<file path="config.mk">
export PLATFORM = sky130hd
export DESIGN_NAME = lcg_mwc_random_generator_flat
export DESIGN_NICKNAME = d
export VERILOG_FILES = /design/src/rtl/lmrg_pkg.sv /design/src/rtl/lmrg_ifs.sv /design/src/rtl/lmrg_front.sv /design/src/rtl/lmrg_back.sv /design/src/rtl/lcg_mwc_random_generator.sv /design/src/flat_wrapper.sv
export SDC_FILE = /design/constraint.sdc
export NUM_CORES = 2
export LEC_CHECK = 0
export BUFFER_PORTS_ARGS = -buffer_cell sky130_fd_sc_hd__buf_2
export CAP_MARGIN = 5
export CELL_PAD_IN_SITES_DETAIL_PLACEMENT = 0
export CELL_PAD_IN_SITES_GLOBAL_PLACEMENT = 1
export CORE_ASPECT_RATIO = 0.8
export CORE_UTILIZATION = 40
export CTS_CLUSTER_DIAMETER = 100
export DETAILED_ROUTE_END_ITERATION = 12
export GPL_TIMING_DRIVEN = 0
export HOLD_SLACK_MARGIN = 0.02
export MAX_ROUTING_LAYER = met4
export PLACE_DENSITY_LB_ADDON = 0.1
export SETUP_SLACK_MARGIN = 0.05
export SYNTH_ARGS = -nofsm -noshare
export SYNTH_HDL_FRONTEND = slang
export SYNTH_HIERARCHICAL = 1
export SYNTH_SLANG_ARGS = --single-unit
</file>
<file path="constraint.sdc">
create_clock -name clk -period 13.8 [get_ports clk]
set_clock_uncertainty 0.05 [all_clocks]
set_input_delay 1.38 -clock clk [delete_from_list [all_inputs] [get_ports clk]]
set_output_delay 1.38 -clock clk [all_outputs]
set_load 0.02 [all_outputs]
</file>
<file path="src/rtl/lmrg_pkg.sv">
package lmrg_pkg;

	// Generator constants
	localparam logic [31:0] LCG_MUL   = 32'd1103515245;
	localparam logic [63:0] LCG_INC   = 64'd12345;
	localparam logic [15:0] MWC_ZMUL  = 16'd36969;
	localparam logic [15:0] MWC_WMUL  = 16'd18000;
	localparam logic [31:0] Z_BAD     = 32'h9068ffff;
	localparam logic [31:0] W_BAD     = 32'h464fffff;
	localparam logic [63:0] LCG_RESET = 64'd1;
	localparam logic [31:0] MWC_RESET = 32'd2;

	// Unsigned scaling divides by 2^32 - 1
	localparam logic [31:0] U32_ALL_ONES = 32'hFFFFFFFF;
	localparam logic [31:0] U32_ONES_M1  = 32'hFFFFFFFE;

	// Item queue between front and back
	localparam int QUEUE_DEPTH = 2;
	localparam int QPTR_W      = (QUEUE_DEPTH > 1) ? $clog2(QUEUE_DEPTH) : 1;
	localparam int QCNT_W      = $clog2(QUEUE_DEPTH + 1);

	typedef enum logic [1:0] {
		OP_LCG_RAW   = 2'd0,
		OP_MWC_RAW   = 2'd1,
		OP_LCG_RANGE = 2'd2,
		OP_MWC_RANGE = 2'd3
	} lmrg_op_t;

	// Classified request as held in the queue
	typedef struct packed {
		lmrg_op_t           op;
		logic [31:0]        low;
		logic signed [32:0] diff;
		logic               inverted;
	} lmrg_item_t;

	typedef enum logic [3:0] {
		B_IDLE,
		B_LCG_LO,
		B_LCG_HI,
		B_LCG_SUM,
		B_LCG_RAW,
		B_MWC_STEP,
		B_MWC_RAW,
		B_SCALE_MUL,
		B_SGN_QUOT,
		B_UNS_SUM,
		B_UNS_QUOT,
		B_ADD_LOW,
		B_DONE
	} lmrg_state_t;

endpackage

</file>
<file path="src/rtl/lmrg_ifs.sv">
interface lmrg_req_if;
	logic        valid;
	logic        ready;
	logic [1:0]  opcode;
	logic [31:0] low_bound;
	logic [31:0] high_bound;

	modport source (output valid, output opcode, output low_bound, output high_bound,
		input ready);
	modport sink (input valid, input opcode, input low_bound, input high_bound,
		output ready);
endinterface

interface lmrg_rsp_if;
	logic               valid;
	logic               ready;
	logic signed [32:0] value;
	logic               range_error;

	modport source (output valid, output value, output range_error, input ready);
	modport sink (input valid, input value, input range_error, output ready);
endinterface

</file>
<file path="src/rtl/lmrg_front.sv">
module lmrg_front (
	input  logic                clk,
	input  logic                arst_n,
	lmrg_req_if.sink            req,
	input  logic                pop,
	output logic                head_valid,
	output lmrg_pkg::lmrg_item_t head
);

	lmrg_pkg::lmrg_item_t             mem_q [lmrg_pkg::QUEUE_DEPTH];
	logic [lmrg_pkg::QPTR_W-1:0]      wr_ptr_q;
	logic [lmrg_pkg::QPTR_W-1:0]      rd_ptr_q;
	logic [lmrg_pkg::QCNT_W-1:0]      count_q;
	lmrg_pkg::lmrg_item_t             item;
	lmrg_pkg::lmrg_op_t               op;
	logic                             sext;
	logic signed [32:0]               low_x;
	logic signed [32:0]               high_x;
	logic                             push;

	// Classify: bounds are signed for the LCG range, unsigned for the MWC range
	always_comb begin
		op            = lmrg_pkg::lmrg_op_t'(req.opcode);
		sext          = (op == lmrg_pkg::OP_LCG_RANGE);
		low_x         = {sext & req.low_bound[31], req.low_bound};
		high_x        = {sext & req.high_bound[31], req.high_bound};
		item.op       = op;
		item.low      = req.low_bound;
		item.diff     = high_x - low_x;
		item.inverted = (op == lmrg_pkg::OP_MWC_RANGE) && item.diff[32];
	end

	assign req.ready  = (count_q != lmrg_pkg::QCNT_W'(lmrg_pkg::QUEUE_DEPTH));
	assign push       = req.valid && req.ready;
	assign head_valid = (count_q != '0);
	assign head       = mem_q[rd_ptr_q];

	// Store the classified item
	always_ff @(posedge clk) begin
		if (push) begin
			mem_q[wr_ptr_q] <= item;
		end
	end

	// Advance pointers and fill count
	always_ff @(posedge clk or negedge arst_n) begin
		if (!arst_n) begin
			wr_ptr_q <= '0;
			rd_ptr_q <= '0;
			count_q  <= '0;
		end else begin
			if (push) begin
				wr_ptr_q <= (wr_ptr_q == lmrg_pkg::QPTR_W'(lmrg_pkg::QUEUE_DEPTH - 1)) ?
					'0 : wr_ptr_q + 1'b1;
			end
			if (pop) begin
				rd_ptr_q <= (rd_ptr_q == lmrg_pkg::QPTR_W'(lmrg_pkg::QUEUE_DEPTH - 1)) ?
					'0 : rd_ptr_q + 1'b1;
			end
			if (push && !pop) begin
				count_q <= count_q + 1'b1;
			end else if (pop && !push) begin
				count_q <= count_q - 1'b1;
			end
		end
	end

endmodule

</file>
<file path="src/rtl/lmrg_back.sv">
module lmrg_back (
	input  logic                clk,
	input  logic                arst_n,
	input  logic                seed_we,
	input  logic [31:0]         seed_wdata,
	input  logic                head_valid,
	input  lmrg_pkg::lmrg_item_t head,
	output logic                pop,
	lmrg_rsp_if.source          rsp
);

	lmrg_pkg::lmrg_state_t state_q;
	lmrg_pkg::lmrg_state_t state_d;
	lmrg_pkg::lmrg_item_t  item_q;

	logic [63:0]        lcg_q;
	logic [31:0]        z_q;
	logic [31:0]        w_q;
	logic [63:0]        prod_q;
	logic [31:0]        mul_hi_q;
	logic [31:0]        r_q;
	logic [32:0]        sum_q;
	logic signed [32:0] t_q;
	logic [32:0]        res_q;
	logic               out_valid_q;
	logic signed [32:0] out_value_q;
	logic               out_err_q;

	logic signed [32:0] mul_a;
	logic signed [32:0] mul_b;
	logic signed [65:0] mul_p;
	logic [31:0]        seed_z;
	logic [31:0]        seed_w;
	logic [63:0]        lcg_next;
	logic [14:0]        lcg_raw;
	logic [31:0]        z_next;
	logic [31:0]        w_next;
	logic [31:0]        mwc_raw;
	logic               uns_extra;
	logic               low_ext;
	logic               out_load;

	// Share one multiplier across the LCG halves and the range scaling
	always_comb begin
		mul_a = {1'b0, lcg_q[31:0]};
		mul_b = {1'b0, lmrg_pkg::LCG_MUL};
		if (state_q == lmrg_pkg::B_LCG_HI) begin
			mul_a = {1'b0, lcg_q[63:32]};
		end else if (state_q == lmrg_pkg::B_SCALE_MUL) begin
			mul_a = item_q.diff;
			mul_b = {1'b0, r_q};
		end
	end
	assign mul_p = mul_a * mul_b;

	// Generator and scaling arithmetic
	always_comb begin
		seed_z    = seed_wdata;
		seed_w    = {1'b0, seed_wdata[31:1]};
		if (seed_z == '0 || seed_z == lmrg_pkg::Z_BAD) begin
			seed_z = seed_z + 32'd1;
		end
		if (seed_w == '0 || seed_w == lmrg_pkg::W_BAD) begin
			seed_w = seed_w + 32'd1;
		end
		lcg_next  = prod_q + {mul_hi_q, 32'd0} + lmrg_pkg::LCG_INC;
		// Truncate toward zero: bump the floor when negative with a remainder
		lcg_raw   = lcg_q[30:16] + 15'(lcg_q[63] && (lcg_q[15:0] != '0));
		z_next    = {16'd0, lmrg_pkg::MWC_ZMUL} * {16'd0, z_q[15:0]} + {16'd0, z_q[31:16]};
		w_next    = {16'd0, lmrg_pkg::MWC_WMUL} * {16'd0, w_q[15:0]} + {16'd0, w_q[31:16]};
		mwc_raw   = {z_q[15:0], 16'd0} + w_q;
		uns_extra = sum_q[32] ? (sum_q[31:0] >= lmrg_pkg::U32_ONES_M1) :
			(sum_q[31:0] == lmrg_pkg::U32_ALL_ONES);
		low_ext   = (item_q.op == lmrg_pkg::OP_LCG_RANGE) && item_q.low[31];
	end

	// Sequence one item through the back end
	always_comb begin
		state_d  = state_q;
		pop      = 1'b0;
		out_load = 1'b0;
		unique case (state_q)
			lmrg_pkg::B_IDLE: begin
				if (head_valid) begin
					pop     = 1'b1;
					state_d = head.op[0] ? lmrg_pkg::B_MWC_STEP : lmrg_pkg::B_LCG_LO;
				end
			end
			lmrg_pkg::B_LCG_LO:  state_d = lmrg_pkg::B_LCG_HI;
			lmrg_pkg::B_LCG_HI:  state_d = lmrg_pkg::B_LCG_SUM;
			lmrg_pkg::B_LCG_SUM: state_d = lmrg_pkg::B_LCG_RAW;
			lmrg_pkg::B_LCG_RAW: begin
				state_d = (item_q.op == lmrg_pkg::OP_LCG_RAW) ?
					lmrg_pkg::B_DONE : lmrg_pkg::B_SCALE_MUL;
			end
			lmrg_pkg::B_MWC_STEP: state_d = lmrg_pkg::B_MWC_RAW;
			lmrg_pkg::B_MWC_RAW: begin
				state_d = (item_q.op == lmrg_pkg::OP_MWC_RAW || item_q.inverted) ?
					lmrg_pkg::B_DONE : lmrg_pkg::B_SCALE_MUL;
			end
			lmrg_pkg::B_SCALE_MUL: begin
				state_d = (item_q.op == lmrg_pkg::OP_LCG_RANGE) ?
					lmrg_pkg::B_SGN_QUOT : lmrg_pkg::B_UNS_SUM;
			end
			lmrg_pkg::B_SGN_QUOT: state_d = lmrg_pkg::B_ADD_LOW;
			lmrg_pkg::B_UNS_SUM:  state_d = lmrg_pkg::B_UNS_QUOT;
			lmrg_pkg::B_UNS_QUOT: state_d = lmrg_pkg::B_ADD_LOW;
			lmrg_pkg::B_ADD_LOW:  state_d = lmrg_pkg::B_DONE;
			lmrg_pkg::B_DONE: begin
				if (!out_valid_q || rsp.ready) begin
					out_load = 1'b1;
					state_d  = lmrg_pkg::B_IDLE;
				end
			end
			default: state_d = lmrg_pkg::B_IDLE;
		endcase
	end

	always_ff @(posedge clk or negedge arst_n) begin
		if (!arst_n) begin
			state_q <= lmrg_pkg::B_IDLE;
		end else begin
			state_q <= state_d;
		end
	end

	// Generator state: reload on seed write, advance in its step
	always_ff @(posedge clk or negedge arst_n) begin
		if (!arst_n) begin
			lcg_q <= lmrg_pkg::LCG_RESET;
			z_q   <= lmrg_pkg::MWC_RESET;
			w_q   <= lmrg_pkg::MWC_RESET;
		end else if (seed_we) begin
			lcg_q <= {32'd0, seed_wdata};
			z_q   <= seed_z;
			w_q   <= seed_w;
		end else begin
			if (state_q == lmrg_pkg::B_LCG_SUM) begin
				lcg_q <= lcg_next;
			end
			if (state_q == lmrg_pkg::B_MWC_STEP) begin
				z_q <= z_next;
				w_q <= w_next;
			end
		end
	end

	// Working registers of the current item
	always_ff @(posedge clk) begin
		if (pop) begin
			item_q <= head;
		end
		unique case (state_q)
			lmrg_pkg::B_LCG_LO:    prod_q   <= mul_p[63:0];
			lmrg_pkg::B_LCG_HI:    mul_hi_q <= mul_p[31:0];
			lmrg_pkg::B_LCG_RAW: begin
				r_q   <= {17'd0, lcg_raw};
				res_q <= {18'd0, lcg_raw};
			end
			lmrg_pkg::B_MWC_RAW: begin
				r_q   <= mwc_raw;
				res_q <= item_q.inverted ? {1'b0, item_q.low} : {1'b0, mwc_raw};
			end
			lmrg_pkg::B_SCALE_MUL: prod_q   <= mul_p[63:0];
			lmrg_pkg::B_SGN_QUOT: begin
				t_q <= prod_q[47:15] + 33'(prod_q[63] && (prod_q[14:0] != '0));
			end
			lmrg_pkg::B_UNS_SUM:   sum_q <= {1'b0, prod_q[63:32]} + {1'b0, prod_q[31:0]};
			lmrg_pkg::B_UNS_QUOT: begin
				t_q <= {1'b0, prod_q[63:32]} + 33'(sum_q[32]) + 33'(uns_extra);
			end
			lmrg_pkg::B_ADD_LOW:   res_q <= {low_ext, item_q.low} + t_q;
			default: begin
			end
		endcase
	end

	// Output register: hold until the transfer completes
	always_ff @(posedge clk or negedge arst_n) begin
		if (!arst_n) begin
			out_valid_q <= 1'b0;
		end else if (out_load) begin
			out_valid_q <= 1'b1;
		end else if (rsp.ready) begin
			out_valid_q <= 1'b0;
		end
	end

	always_ff @(posedge clk) begin
		if (out_load) begin
			out_value_q <= res_q;
			out_err_q   <= (item_q.op == lmrg_pkg::OP_MWC_RANGE) && item_q.inverted;
		end
	end

	assign rsp.valid       = out_valid_q;
	assign rsp.value       = out_value_q;
	assign rsp.range_error = out_err_q;

endmodule

</file>
<file path="src/rtl/lcg_mwc_random_generator.sv">
// Random number block with a 64-bit LCG and a dual 16-bit multiply-with-carry.
// Request channel (req): opcode picks the draw: raw LCG (15 bits), raw MWC
// (32 bits), LCG scaled into a signed [low_bound, high_bound] range, or MWC
// scaled into an unsigned range. One response per request on rsp: value
// (33-bit two's complement) and range_error, set for an inverted unsigned range
// (value is then low_bound).
// seed_we/seed_wdata reload both generators; write only while no request is
// outstanding.
// The back-end step sequencer, which owns the single shared 33x33 multiplier,
// works on one request at a time: it takes the next from the queue only after
// loading the last result into the response register. Raw draws and an
// inverted range skip the scaling steps.
// A two-entry queue after the front classifier keeps accepting requests while
// the back end works or its result waits.
// Reset: LCG state 1, MWC z and w both 2, queue empty, no response pending.
// A stalled receiver holds the response register; the back end then waits with
// its next result, and requests back up into the queue, then drop req.ready.
module lcg_mwc_random_generator (
	input  logic        clk,
	input  logic        arst_n,
	lmrg_req_if.sink    req,
	lmrg_rsp_if.source  rsp,
	input  logic        seed_we,
	input  logic [31:0] seed_wdata
);

	logic                 pop;
	logic                 head_valid;
	lmrg_pkg::lmrg_item_t head;

	lmrg_front u_front (
		.clk        (clk),
		.arst_n     (arst_n),
		.req        (req),
		.pop        (pop),
		.head_valid (head_valid),
		.head       (head)
	);

	lmrg_back u_back (
		.clk        (clk),
		.arst_n     (arst_n),
		.seed_we    (seed_we),
		.seed_wdata (seed_wdata),
		.head_valid (head_valid),
		.head       (head),
		.pop        (pop),
		.rsp        (rsp)
	);

endmodule
</file>
<file path="src/flat_wrapper.sv">
// flat-port wrapper written by rule: the top's interface ports become plain ports
module lcg_mwc_random_generator_flat 
  (clk, arst_n, seed_we, seed_wdata, req_valid, req_opcode, req_low_bound, req_high_bound, req_ready, rsp_valid, rsp_value, rsp_range_error, rsp_ready);
  lmrg_req_if req_i ();
  lmrg_rsp_if rsp_i ();
  input  logic clk;
  input  logic arst_n;
  input  logic seed_we;
  input  logic [31:0] seed_wdata;
  input wire logic [$bits(req_i.valid)-1:0] req_valid;
  input wire logic [$bits(req_i.opcode)-1:0] req_opcode;
  input wire logic [$bits(req_i.low_bound)-1:0] req_low_bound;
  input wire logic [$bits(req_i.high_bound)-1:0] req_high_bound;
  output wire logic [$bits(req_i.ready)-1:0] req_ready;
  output wire logic [$bits(rsp_i.valid)-1:0] rsp_valid;
  output wire logic [$bits(rsp_i.value)-1:0] rsp_value;
  output wire logic [$bits(rsp_i.range_error)-1:0] rsp_range_error;
  input wire logic [$bits(rsp_i.ready)-1:0] rsp_ready;
  assign req_i.valid = req_valid;
  assign req_i.opcode = req_opcode;
  assign req_i.low_bound = req_low_bound;
  assign req_i.high_bound = req_high_bound;
  assign req_ready = req_i.ready;
  assign rsp_valid = rsp_i.valid;
  assign rsp_value = rsp_i.value;
  assign rsp_range_error = rsp_i.range_error;
  assign rsp_i.ready = rsp_ready;
  lcg_mwc_random_generator u_core (.clk(clk), .arst_n(arst_n), .req(req_i), .rsp(rsp_i), .seed_we(seed_we), .seed_wdata(seed_wdata));
endmodule
</file>
== Word-level counts from Yosys, hierarchy flattened ==
Memory sizes are Yosys's and may differ from the RTL's.
Cells that the tools add are included.

* Register bits: 466
* RAM bits: 136
* Output and inout port bits: 36
* Word-level logic and storage cells: 136
* Memories kept: 1

* Add/subtract/negate cells: 18
* Multiply operators: 3
* Order comparisons: 1
* Eq/ne operators: 23
* Mux-type cells: 36
* Bitwise logic cells: 2
* Reduce and logical (&&, ||, !) cells: 32

{| class="wikitable"
|+ Memory list
! memory !! depth !! width !! rd ports !! clocked after memory_dff !! write ports !! line !! text
|-
| u_core.u_front.mem_q || 2 || 68 || 1 || 0 || 1 || lmrg_front.sv:10 || <nowiki>lmrg_pkg::lmrg_item_t mem_q [lmrg_pkg::QUEUE_DEPTH];</nowiki>
|}

{| class="wikitable"
|+ Operators with widths
! operator !! count
|-
| 32-bit 2-to-1 mux || 9
|-
| 64-bit 2-to-1 mux || 2
|-
| 33-bit one-hot mux with 3 select lines || 1
|-
| 33-bit by 1-bit adder with 33-bit output || 2
|-
| 33-bit 2-to-1 mux || 2
|-
| 33-bit one-hot mux with 2 select lines || 1
|-
| 64-bit by 14-bit adder with 64-bit output, second input constant || 1
|-
| 64-bit adder || 1
|-
| 32-bit == test, second input constant || 2
|-
| 33-bit by 33-bit multiplier with 64-bit output || 1
|-
| 32-bit one-hot mux with 2 select lines || 1
|-
| 4-bit one-hot mux with 12 select lines || 1
|-
| 32-bit by 1-bit adder with 33-bit output || 1
|-
| 32-bit by 32-bit adder with 33-bit output || 1
|-
| 33-bit adder || 1
|-
| 33-bit subtractor || 1
|-
| 31-bit by 1-bit adder with 32-bit output, second input constant || 1
|-
| 31-bit by 16-bit adder with 32-bit output || 1
|-
| 32-bit by 1-bit adder with 32-bit output, second input constant || 1
|-
| 32-bit by 16-bit adder with 32-bit output || 1
|-
| 32-bit adder || 1
|-
| 32-bit >= comparator, second input constant || 1
|-
| 32-bit zero test || 1
|-
| 16-bit by 16-bit multiplier with 32-bit output, first input constant || 1
|-
| other kinds (31) || 79
|}

== Longest topological paths before layout ==
* Depth in word-level cells: 6
* Mapped depth: 37
* Gate-level depth less buffers: 32

== Modules after synthesis ==
Netlist, hierarchy kept.

{| class="wikitable"
|+ By module, submodules not included
! module !! instances !! cells an instance !! area each (sq um) !! sequential area each (sq um)
|-
| lmrg_back || 1 || 7343 || 69003.7 || 13211.4
|-
| lmrg_front || 1 || 534 || 7079.3 || 4184.0
|}

== Worst setup path after synthesis ==
No wires, ideal clock.

* Path kind: reg2reg
* From: reg u_core.u_back.state_q[1]
* To: reg u_core.u_back.prod_q[57] (data pin)
* Arrival time: 9.375 ns
* Required time: 13.492 ns
* Slack: 4.117 ns
* Stages on the path, launching flop included: 34
* Path buffers: 3
* Clock period less this slack: 9.683 ns
* Cells stage by stage: dfrtp_1 -> clkbuf_1 -> nand2b_1 -> nor3_1 -> clkbuf_1 -> clkbuf_1 -> o21ai_1 -> nand2_1 -> fa_1 -> inv_1 -> fa_1 -> fa_1 -> inv_1 -> fa_1 -> inv_1 -> fa_1 -> inv_1 -> fa_1 -> inv_1 -> fa_1 -> inv_1 -> fa_1 -> inv_1 -> ha_1 -> nand2_1 -> nor2_1 -> o211ai_1 -> a211o_1 -> a211o_1 -> a31oi_2 -> a41oi_1 -> o21bai_1 -> a21oi_1 -> xnor2_1

* Longest elaborated chain between the ends: 4
* Elaborated cells on any way between the ends: 7

{| class="wikitable"
|+ RTL lines
! item !! line !! text
|-
| start: declaration || lmrg_back.sv:12 || <nowiki>lmrg_pkg::lmrg_state_t state_q;</nowiki>
|-
| start signal: assignment || lmrg_back.sv:121 || <nowiki>state_q <= lmrg_pkg::B_IDLE;</nowiki>
|-
| start signal: assignment || lmrg_back.sv:123 || <nowiki>state_q <= state_d;</nowiki>
|-
| 4-bit by 3-bit == test with 1-bit output || lmrg_back.sv:49 || <nowiki>end else if (state_q == lmrg_pkg::B_SCALE_MUL) begin</nowiki>
|-
| 33-bit 2-to-1 mux / 32-bit 2-to-1 mux (equally long branches) || lmrg_back.sv:49 ||
|-
| 33-bit 2-to-1 mux / 32-bit 2-to-1 mux (equally long branches) || lmrg_back.sv:47 || <nowiki>if (state_q == lmrg_pkg::B_LCG_HI) begin</nowiki>
|-
| 33-bit by 33-bit multiplier with 64-bit output (*) || lmrg_back.sv:54 || <nowiki>assign mul_p = mul_a * mul_b;</nowiki>
|-
| via u_core.u_back.mul_p[57] || lmrg_back.sv:31 || <nowiki>logic signed [65:0] mul_p;</nowiki>
|-
| end signal: assignment || lmrg_back.sv:154 || <nowiki>lmrg_pkg::B_LCG_LO: prod_q <= mul_p[63:0];</nowiki>
|-
| end signal: assignment || lmrg_back.sv:164 || <nowiki>lmrg_pkg::B_SCALE_MUL: prod_q <= mul_p[63:0];</nowiki>
|-
| end: declaration || lmrg_back.sv:19 || <nowiki>logic [63:0] prod_q;</nowiki>
|}

The timed path passes the listed nets; every way through them passes the cells marked *.
A chain may end at the register's enable or synchronous reset.

== Worst setup path in the final report ==
* From: reg u_core.u_back.state_q[1]
* To: reg u_core.u_back.prod_q[63] (data pin)

The elaborated chain is that of the path after synthesis.

==> results_dict.tcl <==
set metrics [dict create \
    status "finished with violations" \
    violations "max-capacitance violations, max-slew violations" \
    cts_buffers 60 \
    post-route-drc-count 0 \
    cp_max_fo 10 \
    ys.flop_type "edfxtp_1" \
    fp-row-count 142 \
    multi_input_area_um2 52500 \
    wl_per_cell_um 30.7 \
    dieArea_um2 192000 \
    antenna_found_initial 34 \
    cp.required_ns 14.23 \
    root_buffer "clkbuf_16" \
    synth_warnings 6 \
    grt-ovfl-total 0 \
    dp_hpwl_mm 277 \
    grt_pass1_vias 59700 \
    cp-end-kind "flop" \
    maxCapViolCount 5 \
    min_period_over_period 0.996 \
    clk_pin_slew_ns 0.07 \
    highest_layer "met4" \
    dr.pass1.iters 5 \
    grt.total_usage 0.356 \
    fin_tns_setup_ns 0 \
    start_kind "flop" \
    postSynth.asyncResetShare 0.228 \
    final_core_util 0.440 \
    avgViaCountPerCell 5.67 \
    die_height_um 392 \
    hold_buffers 0 \
    core_area_um2 188000 \
    critPathMaxStageDelay_ns 1.08 \
    synth_area_um2 76100 \
    die_x_um 490 \
    synth_cell_types 99 \
    criticalPathCategory "reg2reg" \
    grt_max_degree 107 \
    final_layout_size_suffix_gt1_frac 0.0567 \
    slew_headroom -0.0137 \
    grt_pass1_wl_mm 460 \
    io_pins 139 \
    wl_met2_mm 129 \
    tightest_slew_ns 1.52 \
    cpMostUsedCell "fa_1" \
    wirelength_mm 330 \
    hold_viol_final 0 \
    drt_iter0_markers 7533 \
    fin_crit_ns 13.74 \
    final_area_um2 82900 \
    worst_ep_arrival_time_ns 14.17 \
    hold_class "reg2reg" \
    cts_max_path_buffers 3 \
    ff_latch_area_um2 17400 \
    syn_inst 7877 \
    initial_core_util 0.404 \
    synth_edf_count 465 \
    fill_cells 18700 \
    ys_ff_latch 602 \
    setup_viol 0 \
    yosysSeqAreaShare 0.229 \
    syn_nets 9759 \
    drt-met1-wl_mm 153 \
    post_cts.repair.setup_buffers 0 \
    rsz0062_at_grt "no" \
    route.met3.wl_mm 40.9 \
    cts_tree "yes" \
    syn_to_final_growth_pct 8.91 \
    ant_nets 0 \
    nNetsFinal 10000 \
    dpl-instance-area_um2 80500 \
    cts.sinks 602 \
    slew_violations 31 \
    vias 60900 \
    crit_slowest_cell "clkbuf_1" \
    clock_latency_ns 0.70 \
    io_buffers 136 \
    avgSynthCellArea_um2 9.66 \
    max_clock_freq_mhz 72.8 \
    routabilityCongestion 1.04 \
    htree_levels 2 \
]
==> placed cells by master (no fill, tap or decap), drive strengths merged, types with 31 or more instances in the layout <==
master,count
nor2,1040
inv,1344
a21o,97
a21oi,355
o21ai,245
fa,1186
xnor2,221
or3,39
edfxtp,465
mux2i,67
o21a,74
nor3,53
ha,593
xor2,151
nand2b,39
a211oi,46
diode,39
clkbuf,352
nand4,66
nand2,678
nand3,100
and2,32
o21bai,34
buf,232
and3,49
mux2,74
dfrtp,134
o22ai,49
nor4,33
o211ai,31
==> worst max-delay path, delay by kind of cell, from the launching register on <==
kind	cells	cell delay (ns)
flops	1	0.34
simple gates	4	1.87
fa+ha+maj	9	3.98
mux	1	0.49
buf+inv	9	3.51
compound gates	9	3.00
xor+xnor	1	0.22
==> final timing paths <==
kind	startpoint	end	slack, ns	cells after the start
max in group asynchronous	arst_n	u_core/u_back/w_q[20]	12.19	2
max	u_core/u_back/state_q[1]	u_core/u_back/prod_q[63]	0.06	33
min reg2reg	u_core/u_back/res_q[26]	u_core/u_back/rsp.value[26]	0.36	0
min	u_core/u_back/res_q[26]	u_core/u_back/rsp.value[26]	0.36	0
min in group asynchronous	arst_n	u_core/u_front/rd_ptr_q	0.52	1
max reg2reg	u_core/u_back/state_q[1]	u_core/u_back/prod_q[63]	0.06	33
==> registers in the layout (all words and copies together), names as in the netlist <==
signal                         count
u_core/u_back/w_q                 32
u_core/u_back/state_q              4
u_core/u_back/sum_q               33
u_core/u_back/item_q              68
u_core/u_front/rd_ptr_q            1
u_core/u_back/r_q                 32
u_core/u_back/res_q               33
u_core/u_back/t_q                 33
u_core/u_back/rsp.value           33
u_core/u_back/prod_q              64
u_core/u_back/lcg_q               64
u_core/u_front/count_q             2
u_core/u_back/rsp.valid            1
u_core/u_back/z_q                 32
u_core/u_back/mul_hi_q            32
u_core/u_front/wr_ptr_q            1
u_core/u_front/mem_q             136
u_core/u_back/rsp.range_error      1
==> cells in the mapped netlist, drive strengths merged, types with 67 or more instances <==
master | instances | share of area
clkbuf | 281 | 0.014
mux2 | 74 | 0.011
fa | 1186 | 0.31
inv | 1338 | 0.066
mux2i | 67 | 0.0088
o21a | 74 | 0.0073
edfxtp | 465 | 0.18
a21o | 97 | 0.0096
a21oi | 355 | 0.023
nor2 | 1040 | 0.051
o21ai | 245 | 0.016
xnor2 | 221 | 0.025
nand2 | 678 | 0.034
nand3 | 100 | 0.0066
ha | 593 | 0.098
xor2 | 151 | 0.017
dfrtp | 134 | 0.044
==> per-stage QoR <==
stage | setup slack (ns) | hold slack, ns | instances
detailed placement | 0.235 | 0.355 | 10600
finish | 0.0570 | 0.362 | 10700
global route | 0.0612 | 0.358 | 10700
global placement | -0.123 | 0.357 | 10500
floorplan | 4.12 | 0.350 | 7877
CTS | 0.201 | 0.365 | 10700
==> area by class of cell <==
cell class,count,area share
Multi-Input combinational cell,5604,0.634
Sequential cell,602,0.210
Inverter,1338,0.0606
Tap cell,2520,0.0380
Clock buffer,70,0.0189
Timing Repair Buffer,183,0.0166
Buffer,331,0.0156
Clock inverter,43,0.00541
Antenna cell,39,0.00118
==> per-layer routing <==
metal / global-route usage / up-vias
met2: 0.463 / 3011
met1: 0.533 / 31600
li1: - / 25900
met5: - / -
met4: 0.0724 / 0
met3: 0.112 / 358
==> cell families (layout without fill, tap and decap cells) <==
kind of cell,after synthesis,after routing,share of synthesized area
mux,141,141,0.0198
buf+inv,1671,1965,0.0829
simple gates,2221,2221,0.125
compound gates,1091,1091,0.0910
other cells,0,39,0
flops,602,602,0.229
xor+xnor,372,372,0.0428
fa+ha+maj,1779,1779,0.410
==> repair_timing <==
action                                  in CTS  in global routing
endpoints found under the setup margin       0                  8
hold endpoints to repair                     0                  0
gates resized for setup                      0                 20
Power is not shown: default switching activity piles up to over one toggle a cycle in this logic, so the estimate is an artifact.
